<file path="config.mk">
export PLATFORM = sky130hd
export DESIGN_NAME = frustum_plane_extractor
export DESIGN_NICKNAME = d
export VERILOG_FILES = /design/src/hdl/fpe_pkg.sv /design/src/hdl/fpe_ram.sv /design/src/hdl/fpe_ctrl.sv /design/src/hdl/fpe_datapath.sv /design/src/hdl/frustum_plane_extractor.sv
export SDC_FILE = /design/constraint.sdc
export NUM_CORES = 2
export LEC_CHECK = 0
export BUFFER_PORTS_ARGS = -buffer_cell sky130_fd_sc_hd__buf_2
export CORE_MARGIN = 1
export CORE_UTILIZATION = 55
export CTS_BUF_LIST = sky130_fd_sc_hd__clkbuf_8
export DETAILED_ROUTE_END_ITERATION = 7
export PLACE_DENSITY = 0.71
export SLEW_MARGIN = 20
export SYNTH_ARGS = -nofsm -noshare
export SYNTH_HDL_FRONTEND = slang
export SYNTH_SLANG_ARGS = --single-unit
export TNS_END_PERCENT = 30
</file>
<file path="constraint.sdc">
create_clock -name clk -period 27.9 [get_ports clk]
set_input_delay 8.37 -clock clk [delete_from_list [all_inputs] [get_ports clk]]
set_output_delay 8.37 -clock clk [all_outputs]
set_load 0.1 [all_outputs]
</file>
<file path="src/hdl/fpe_pkg.sv">
// Package for the frustum plane extractor.
// Shared types, constants and plane tables; no dependencies.
`timescale 1ns / 1ps

package fpe_pkg;

	localparam int FRAC_BITS = 16;
	localparam int PLANES    = 6;

	// How a plane combines row 3 with its selected row.
	localparam logic [1:0] PS_ADD  = 2'd0;
	localparam logic [1:0] PS_SUB  = 2'd1;
	localparam logic [1:0] PS_PASS = 2'd2;

	localparam logic [2:0] PLANE_FAR = 3'd5;

	typedef struct packed {
		logic       rd;       // read and combine the matrix rows
		logic [3:0] rd_cnt;
		logic       shift;    // halve all magnitudes
		logic       sq;       // accumulate one square
		logic       rt_init;
		logic       rt_step;
		logic       dv_init;
		logic       dv_step;
		logic       dv_fin;
		logic       emit;
		logic [2:0] plane;
		logic [1:0] k;
	} cmd_t;

	typedef struct packed {
		logic big;       // some normal component still needs a shift
		logic zero;      // normal is all zero
		logic out_free;  // output register can take a result
	} status_t;

	function automatic logic [1:0] plane_row(input logic [2:0] p);
		case (p)
			3'd0, 3'd1: plane_row = 2'd0;
			3'd2, 3'd3: plane_row = 2'd1;
			default:    plane_row = 2'd2;
		endcase
	endfunction

	function automatic logic [1:0] plane_sign(input logic [2:0] p);
		case (p)
			3'd0, 3'd2: plane_sign = PS_ADD;
			3'd4:       plane_sign = PS_PASS;
			default:    plane_sign = PS_SUB;
		endcase
	endfunction

endpackage

</file>
<file path="src/hdl/fpe_ram.sv">
// Generic single-write, single-read RAM with registered read data.
// No dependencies.
`timescale 1ns / 1ps

module fpe_ram #(
	parameter int WIDTH = 32,
	parameter int DEPTH = 16
) (
	input  logic                     clk,
	input  logic                     we,
	input  logic [$clog2(DEPTH)-1:0] waddr,
	input  logic [WIDTH-1:0]         wdata,
	input  logic [$clog2(DEPTH)-1:0] raddr,
	output logic [WIDTH-1:0]         rdata
);

	logic [WIDTH-1:0] mem_q [DEPTH];

	always_ff @(posedge clk) begin
		if (we) begin
			mem_q[waddr] <= wdata;
		end
		rdata <= mem_q[raddr];
	end

endmodule

</file>
<file path="src/hdl/fpe_ctrl.sv">
// Sequencer of the frustum plane extractor.
// Depends on fpe_pkg; drives the datapath through cmd_t.
`timescale 1ns / 1ps

module fpe_ctrl import fpe_pkg::*; #(
	parameter int DATA_WIDTH = 32
) (
	input  logic    clk,
	input  logic    arst_n,
	input  logic    in_valid,
	input  logic    in_last,
	output logic    in_ready,
	input  status_t status,
	output cmd_t    cmd
);

	localparam int PRE = (DATA_WIDTH > 62) ? DATA_WIDTH - 62 : 0;
	localparam int NW  = DATA_WIDTH - PRE + 1 + FRAC_BITS;
	localparam int CW  = $clog2(NW + 34);

	localparam logic [2:0] ST_IDLE  = 3'd0;
	localparam logic [2:0] ST_READ  = 3'd1;
	localparam logic [2:0] ST_SHIFT = 3'd2;
	localparam logic [2:0] ST_SQ    = 3'd3;
	localparam logic [2:0] ST_SQRT  = 3'd4;
	localparam logic [2:0] ST_DIV   = 3'd5;
	localparam logic [2:0] ST_EMIT  = 3'd6;

	logic [2:0]    state_q;
	logic [CW-1:0] cnt_q;
	logic [2:0]    plane_q;
	logic [1:0]    k_q;

	assign in_ready = (state_q == ST_IDLE);

	always_comb begin
		cmd         = '0;
		cmd.plane   = plane_q;
		cmd.k       = k_q;
		cmd.rd_cnt  = cnt_q[3:0];
		case (state_q)
			ST_READ:  cmd.rd = 1'b1;
			ST_SHIFT: cmd.shift = status.big;
			ST_SQ: begin
				cmd.sq = 1'b1;
				cmd.k  = cnt_q[1:0];
			end
			ST_SQRT: begin
				cmd.rt_init = (cnt_q == '0);
				cmd.rt_step = (cnt_q != '0);
			end
			ST_DIV: begin
				cmd.dv_init = (cnt_q == '0);
				cmd.dv_fin  = (cnt_q == CW'(NW + 1));
				cmd.dv_step = !cmd.dv_init && !cmd.dv_fin;
			end
			ST_EMIT:  cmd.emit = status.out_free;
			default:  cmd.rd = 1'b0;
		endcase
	end

	always_ff @(posedge clk or negedge arst_n) begin
		if (!arst_n) begin
			state_q <= ST_IDLE;
			cnt_q   <= '0;
			plane_q <= '0;
			k_q     <= '0;
		end else begin
			case (state_q)
				ST_IDLE: begin
					if (in_valid && in_last) begin
						state_q <= ST_READ;
						cnt_q   <= '0;
						plane_q <= '0;
					end
				end
				ST_READ: begin
					if (cnt_q == CW'(8)) begin
						state_q <= ST_SHIFT;
						cnt_q   <= '0;
					end else begin
						cnt_q <= cnt_q + 1'b1;
					end
				end
				ST_SHIFT: begin
					if (!status.big) begin
						state_q <= status.zero ? ST_EMIT : ST_SQ;
						cnt_q   <= '0;
					end
				end
				ST_SQ: begin
					if (cnt_q == CW'(2)) begin
						state_q <= ST_SQRT;
						cnt_q   <= '0;
					end else begin
						cnt_q <= cnt_q + 1'b1;
					end
				end
				ST_SQRT: begin
					if (cnt_q == CW'(32)) begin
						state_q <= ST_DIV;
						cnt_q   <= '0;
						k_q     <= '0;
					end else begin
						cnt_q <= cnt_q + 1'b1;
					end
				end
				ST_DIV: begin
					if (cnt_q == CW'(NW + 1)) begin
						cnt_q <= '0;
						if (k_q == 2'd3) begin
							state_q <= ST_EMIT;
						end else begin
							k_q <= k_q + 1'b1;
						end
					end else begin
						cnt_q <= cnt_q + 1'b1;
					end
				end
				ST_EMIT: begin
					if (status.out_free) begin
						cnt_q <= '0;
						if (plane_q == PLANE_FAR) begin
							state_q <= ST_IDLE;
						end else begin
							plane_q <= plane_q + 1'b1;
							state_q <= ST_READ;
						end
					end
				end
				default: state_q <= ST_IDLE;
			endcase
		end
	end

endmodule

</file>
<file path="src/hdl/fpe_datapath.sv">
// Datapath of the frustum plane extractor: matrix store, row combine,
// range shift, sum of squares, bit-serial square root and divider, output register.
// Depends on fpe_pkg and fpe_ram.
`timescale 1ns / 1ps

module fpe_datapath import fpe_pkg::*; #(
	parameter int DATA_WIDTH = 32
) (
	input  logic                  clk,
	input  logic                  arst_n,
	input  cmd_t                  cmd,
	output status_t               status,
	input  logic                  wr_en,
	input  logic [DATA_WIDTH-1:0] wr_value,
	input  logic [1:0]            wr_col,
	input  logic [1:0]            wr_row,
	output logic                  out_valid,
	input  logic                  out_ready,
	output logic [2:0]            out_plane,
	output logic [DATA_WIDTH-1:0] out_a,
	output logic [DATA_WIDTH-1:0] out_b,
	output logic [DATA_WIDTH-1:0] out_c,
	output logic [DATA_WIDTH-1:0] out_d,
	output logic                  out_zero,
	output logic                  out_last
);

	localparam int DW  = DATA_WIDTH;
	localparam int PRE = (DW > 62) ? DW - 62 : 0;
	localparam int EW  = DW - PRE;
	localparam int SW  = EW + 1;
	localparam int NW  = SW + FRAC_BITS;

	// Matrix store; entries never written read as zero.
	logic [15:0]   vld_q;
	logic          vld_s1;
	logic [3:0]    raddr;
	logic [DW-1:0] rdata;

	assign raddr = {cmd.rd_cnt[2:1], cmd.rd_cnt[0] ? plane_row(cmd.plane) : 2'd3};

	fpe_ram #(.WIDTH(DW), .DEPTH(16)) u_store (
		.clk   (clk),
		.we    (wr_en),
		.waddr ({wr_col, wr_row}),
		.wdata (wr_value),
		.raddr (raddr),
		.rdata (rdata)
	);

	always_ff @(posedge clk or negedge arst_n) begin
		if (!arst_n) begin
			vld_q  <= '0;
			vld_s1 <= 1'b0;
		end else begin
			if (wr_en) begin
				vld_q[{wr_col, wr_row}] <= 1'b1;
			end
			vld_s1 <= vld_q[raddr];
		end
	end

	// Element with the wide-word pre-shift applied to its magnitude.
	logic [DW-1:0]        raw;
	logic [DW-1:0]        raw_mag;
	logic [DW-1:0]        e_mag;
	logic signed [SW-1:0] e_val;
	logic signed [SW-1:0] base_q;
	logic signed [SW-1:0] v_sum;
	logic [SW-1:0]        v_mag;
	logic [3:0]           cap_idx;

	assign raw     = vld_s1 ? rdata : '0;
	assign raw_mag = raw[DW-1] ? DW'(0) - raw : raw;
	assign e_mag   = raw_mag >> PRE;
	assign e_val   = raw[DW-1] ? -$signed(SW'(e_mag)) : $signed(SW'(e_mag));
	assign cap_idx = cmd.rd_cnt - 4'd1;

	always_comb begin
		case (plane_sign(cmd.plane))
			PS_ADD:  v_sum = base_q + e_val;
			PS_SUB:  v_sum = base_q - e_val;
			default: v_sum = e_val;
		endcase
	end

	assign v_mag = v_sum[SW-1] ? SW'(0) - SW'(v_sum) : SW'(v_sum);

	logic [SW-1:0] mag_q [4];
	logic [3:0]    neg_q;
	logic [2:0]    big_k;
	logic [2:0]    nz_k;

	always_comb begin
		for (int i = 0; i < 3; i++) begin
			big_k[i] = (64'(mag_q[i]) >= 64'h8000_0000);
			nz_k[i]  = (mag_q[i] != '0);
		end
	end

	assign status.big  = |big_k;
	assign status.zero = ~|nz_k;

	// Sum of squares, square root and division registers.
	logic [63:0] s2_q;
	logic [63:0] sq_ext;
	logic [30:0] sq_op;
	logic [61:0] sq_prod;
	logic [63:0] rv_q;
	logic [63:0] res_q;
	logic [63:0] bit_q;
	logic [63:0] res_bit;
	logic [31:0] root;
	logic [NW-1:0] n_q;
	logic [31:0]   rem_q;
	logic [32:0]   dv_t;
	logic          dv_ge;
	logic [DW-1:0] coef_q [4];

	assign sq_ext  = 64'(mag_q[cmd.k]);
	assign sq_op   = sq_ext[30:0];
	assign sq_prod = sq_op * sq_op;
	assign res_bit = res_q + bit_q;
	assign root    = res_q[31:0];
	assign dv_t    = {rem_q, n_q[NW-1]};
	assign dv_ge   = (dv_t >= {1'b0, root});

	function automatic logic [DW-1:0] sat_f(input logic [NW-1:0] m, input logic neg);
		logic [NW-1:0] lim;
		lim = {{(NW-DW+1){1'b0}}, {(DW-1){1'b1}}};
		if (m > lim) begin
			sat_f = neg ? {1'b1, {(DW-1){1'b0}}} : {1'b0, {(DW-1){1'b1}}};
		end else begin
			sat_f = neg ? DW'(0) - m[DW-1:0] : m[DW-1:0];
		end
	endfunction

	always_ff @(posedge clk) begin
		if (cmd.rd && cmd.rd_cnt == 4'd0) begin
			s2_q <= '0;
		end
		if (cmd.rd && cmd.rd_cnt != 4'd0) begin
			if (!cap_idx[0]) begin
				base_q <= e_val;
			end else begin
				mag_q[cap_idx[2:1]] <= v_mag;
				neg_q[cap_idx[2:1]] <= v_sum[SW-1];
			end
		end
		if (cmd.shift) begin
			for (int i = 0; i < 4; i++) begin
				mag_q[i] <= mag_q[i] >> 1;
			end
		end
		if (cmd.sq) begin
			s2_q <= s2_q + 64'(sq_prod);
		end
		if (cmd.rt_init) begin
			rv_q  <= s2_q;
			res_q <= '0;
			bit_q <= 64'h4000_0000_0000_0000;
		end
		if (cmd.rt_step) begin
			if (rv_q >= res_bit) begin
				rv_q  <= rv_q - res_bit;
				res_q <= (res_q >> 1) + bit_q;
			end else begin
				res_q <= res_q >> 1;
			end
			bit_q <= bit_q >> 2;
		end
		if (cmd.dv_init) begin
			// Dividend carries the rounding term half the divisor.
			n_q   <= (NW'(mag_q[cmd.k]) << FRAC_BITS) + NW'(root >> 1);
			rem_q <= '0;
		end
		if (cmd.dv_step) begin
			rem_q <= dv_ge ? 32'(dv_t - {1'b0, root}) : dv_t[31:0];
			n_q   <= {n_q[NW-2:0], dv_ge};
		end
		if (cmd.dv_fin) begin
			coef_q[cmd.k] <= sat_f(n_q, neg_q[cmd.k]);
		end
		if (cmd.emit) begin
			out_plane <= cmd.plane;
			out_zero  <= status.zero;
			out_last  <= (cmd.plane == PLANE_FAR);
			out_a     <= status.zero ? '0 : coef_q[0];
			out_b     <= status.zero ? '0 : coef_q[1];
			out_c     <= status.zero ? '0 : coef_q[2];
			out_d     <= status.zero ? sat_f(NW'(mag_q[3]) << PRE, neg_q[3]) : coef_q[3];
		end
	end

	assign status.out_free = !out_valid || out_ready;

	always_ff @(posedge clk or negedge arst_n) begin
		if (!arst_n) begin
			out_valid <= 1'b0;
		end else if (cmd.emit) begin
			out_valid <= 1'b1;
		end else if (out_ready) begin
			out_valid <= 1'b0;
		end
	end

endmodule

</file>
<file path="src/hdl/frustum_plane_extractor.sv">
// Top level of the frustum plane extractor.
// Depends on fpe_pkg, fpe_ctrl, fpe_datapath and fpe_ram.
//
// The slave channel takes matrix elements, one per transfer, addressed by
// column and row; one element is taken per cycle while the block is idle.
// The transfer with tlast high stores its element and starts the six planes
// (left, right, bottom, top, near, far), which leave on the master channel
// one per transfer, tlast marking the far plane.
// Per plane the sequencer reads and combines rows, tests the range of the
// normal and halves an oversized normal until it fits, forms the squares,
// runs the bit-serial square root and then the bit-serial divider once per
// coefficient, and then emits the plane.
// A zero normal skips the squares, root and divider. No element is taken while planes
// are computed. A stalled receiver holds the result in the output register
// and the sequencer waits. Reset clears the matrix to zero and idles the block.
`timescale 1ns / 1ps

module frustum_plane_extractor import fpe_pkg::*; #(
	parameter int DATA_WIDTH = 32
) (
	input  logic clk,
	input  logic arst_n,
	input  logic s_tvalid,
	output logic s_tready,
	// element_value, column_index, row_index, zero padding
	input  logic [((DATA_WIDTH+4+7)/8)*8-1:0] s_tdata,
	input  logic s_tlast,
	output logic m_tvalid,
	input  logic m_tready,
	// coef_a, coef_b, coef_c, coef_d, zero padding
	output logic [((4*DATA_WIDTH+7)/8)*8-1:0] m_tdata,
	// plane_index, zero_normal, zero padding
	output logic [7:0] m_tuser,
	output logic m_tlast
);

	localparam int DW  = DATA_WIDTH;
	localparam int ODW = ((4*DW+7)/8)*8;

	cmd_t          cmd;
	status_t       status;
	logic          accept;
	logic [2:0]    plane;
	logic          zero;
	logic [DW-1:0] ca, cb, cc, cd;

	assign accept = s_tvalid && s_tready;

	fpe_ctrl #(.DATA_WIDTH(DW)) u_ctrl (
		.clk      (clk),
		.arst_n   (arst_n),
		.in_valid (s_tvalid),
		.in_last  (s_tlast),
		.in_ready (s_tready),
		.status   (status),
		.cmd      (cmd)
	);

	fpe_datapath #(.DATA_WIDTH(DW)) u_dp (
		.clk       (clk),
		.arst_n    (arst_n),
		.cmd       (cmd),
		.status    (status),
		.wr_en     (accept),
		.wr_value  (s_tdata[DW-1:0]),
		.wr_col    (s_tdata[DW+1:DW]),
		.wr_row    (s_tdata[DW+3:DW+2]),
		.out_valid (m_tvalid),
		.out_ready (m_tready),
		.out_plane (plane),
		.out_a     (ca),
		.out_b     (cb),
		.out_c     (cc),
		.out_d     (cd),
		.out_zero  (zero),
		.out_last  (m_tlast)
	);

	assign m_tdata = ODW'({cd, cc, cb, ca});
	assign m_tuser = {4'd0, zero, plane};

endmodule
</file>
==> metrics <==
status=finished, final reports clean; initial antenna violation count=18; synthesized area=96920 µm²; vias in the first global route=roughly 70000; CP required=28.62 ns; layout overhead on the synthesized area=8.269%; Crit Path Class=reg2reg; Syn Area/Cell=10.48 µm²; yosys warns=0; final net count=10710; share of synthesized registers carrying an async set or reset=roughly 2.5%; total number of vias=around 70000; Reg2Reg Launch Point=u_ctrl.state_q[0]$_DFFE_PN0P_; largest net degree at the start of global routing=213; Synth Area in Compound Gates=10.52%; Die Y=421.8 µm; Fmax achieved=0.07352 GHz; Mapped Cells=slightly above 9000; DRT iter0 DRCs=6771; Hold Buf Count CTS=0; worst skew pair latency=around 1.1 ns; Max FO, Critical Path=66; die area=177900 µm²; placed cells=~11000; DRT Pass-1 Iters=6; die width=about 420 µm; Sink Count=1312; Ports=184; Tightest Pin Transition=1.270 ns; CTS tree=done; CP max stage delay=0.91 ns; Core ar.=between 150000 and 200000 µm²; DRC viols=0; first-pass GRT wire length=between 400000 and 500000 µm; setup_tns=0 ns; final non-filler cell total=11900; Initial Util=55.58%; clk_skew=slightly below 0.09 ns; cts repair resizes=0; DRT Wirelength=260000 µm; H-tree depth=4; min Tclk post-route=between 10 and 15 ns; startpoint types=register; worst r2r dst=u_dp.s2_q[62]$_SDFFCE_PN0P_; Tot GR Track Use=between 20 and 30%; Final ANT Viol Nets=0; post-synthesis mux area share=4.636%; vias per cell=5.921; Synth Area in XOR/XNOR=3.794%; Worst-path clk slew=0.06 ns; RSZ-0062 raised after global routing=false; Worst Setup SP=u_ctrl.state_q[0]$_DFFE_PN0P_; fin. max-slew vios=0; adder-cell share of the synthesized area=22.97%; share of cells above drive strength 1=9.122%; Worst Path Arrival=14.33 ns; R2R Setup Slk=~14 ns; commonest non-fill, non-tap cell in the layout=inv_1; num rows=153; main combinational cell family by area after synthesis=adder cells; most frequent cells in the layout=inv_1, edfxtp_1, nand2_1, fa_1, nor2_1; WL per Instance=21.85 µm; R2R cell count=44; Yosys reg bits=roughly 1300; cell chosen for the clock root=clkbuf_8; Hold/Removal Path Class=reg2reg; Num CTS Buffers=215; Most used DFF post-synth=edfxtp_1; Synth Area in Simple Gates=12.61%; deepest clock path buffer count=3; Slowest-stage cell, CP=o41ai_1; CP endpoint kind=register; Setup-failing EPs final=0; port bufs=175; Post-CTS Setup Inserts=0; final critical-path share of the clock period=48.75%; Distinct cells, synth=97; Final Hold Fails=0; register area share after synthesis=39.44%; CP endpoint=u_dp.s2_q[62]$_SDFFCE_PN0P_; Overflow after GRT=0; dpl hpwl=~190000 µm; max-cap violations=0; gpl congestion=between 0.9 and 1; Max-slew headroom=14.80%; Post-synth EDFFs=1179
-- routing by layer --
metal / global-route usage [%] / share of wire, %
met1: 39.16 / 40
met2: 46.99 / 47
met3: 5.077 / 8.3
met4: 13.06 / 4.8
met5: 0 / 0.037
-- Yosys cell counts (all sizes together), types with 23 or more instances --
master  count  area share [%]
dfrtp      33            0.85
nor4       61            0.41
nand2    1032             4.0
fa        816              17
nor2b      41            0.26
inv      1134             4.4
nand4      84            0.54
a31oi      95            0.61
ha        474             6.1
xnor2     247             2.2
clkbuf    325             1.3
a31o       23            0.21
or3        70            0.49
o21a       50            0.39
a21oi     326             1.7
a22o       54            0.49
o311ai     23            0.21
mux2i     219             2.3
mux2       68            0.79
xor2      172             1.6
a21o      143             1.1
and3       75            0.48
or2        36            0.23
a211oi     64            0.50
buf        71            0.32
dfxtp     100             2.1
nand2b     61            0.39
nor2      798             3.1
o21bai     58            0.45
edfxtp   1179              37
nand3     146            0.75
o22ai      27            0.17
nor3      103            0.54
o31ai      33            0.26
and2      130            0.84
mux4       68             1.6
o21ai     565             2.9
-- per-stage QoR --
step / area, µm² / utilization (%) / worst slack [ns] / hold slack (ns)
after global routing: 104900 / 60.17 / 13.67 / 0.4846
final: 104900 / 60.17 / 14.30 / 0.4643
after detailed placement: 100500 / 57.62 / 14.59 / 0.4555
after floorplan: 96940 / - / 13.14 / 0.4231
after CTS: 104900 / 60.15 / 14.56 / 0.4691
after global placement: 100500 / 57.61 / 14.77 / 0.4490
-- worst min-delay path by stage --
stage,from,endpoint,slack (ns),cells after the start
6_report,u_dp.vld_q[12]$_DFFE_PN0P_,u_dp.vld_q[12]$_DFFE_PN0P_,0.46,1
5_1_grt,u_dp.vld_q[3]$_DFFE_PN0P_,u_dp.vld_q[3]$_DFFE_PN0P_,0.48,1
2_1_floorplan,u_ctrl.plane_q[2]$_DFFE_PN0P_,u_dp.out_plane[2]$_DFFE_PP_,0.42,0
3_3_place_gp,u_dp.vld_q[15]$_DFFE_PN0P_,u_dp.vld_q[15]$_DFFE_PN0P_,0.45,1
4_1_cts,u_dp.vld_q[12]$_DFFE_PN0P_,u_dp.vld_q[12]$_DFFE_PN0P_,0.47,1
3_5_place_dp,u_dp.vld_q[15]$_DFFE_PN0P_,u_dp.vld_q[15]$_DFFE_PN0P_,0.46,1
-- cells by family after synthesis --
kind of cell | after synthesis
simple gates | 2702
compound gates | 1629
buf+inv | 1541
flops | 1312
fa+ha+maj | 1290
xor+xnor | 419
mux | 355
other cells | 1
-- flip-flops by register name, indices dropped and copies added (netlist names), 33 cells and up --
signal	flops
u_dp.u_store.mem_q	512
u_dp.mag_q	132
u_dp.coef_q	128
u_dp.res_q	64
u_dp.rv_q	64
u_dp.s2_q	64
u_dp.n_q	49
u_dp.base_q	33
-- critical path, delay by kind of cell, from the launching register on --
family | cells | cell delay, ns
AOI/OAI and AO/OA | 9 | 2.80
xor gates and xnor gates | 1 | 0.16
adders and majority gates | 9 | 4.18
buffers and inverters | 13 | 2.95
DFF | 1 | 0.45
and+or+nand+nor | 12 | 2.70
-- cell type report --
class | count | area (µm²)
repair buffers | 303 | 1847
clock inverters | 179 | 1364
well taps | 2325 | 2909
diodes | 12 | 30.03
clock buffers | 221 | 3042
fillers | 14210 | 69460
flip-flops and latches | 1312 | 38250
inverters | 1145 | 4300
multi-input cells | 6399 | 53200
Power is not shown: default switching activity piles up to over one toggle a cycle in this logic, so the estimate is an artifact.
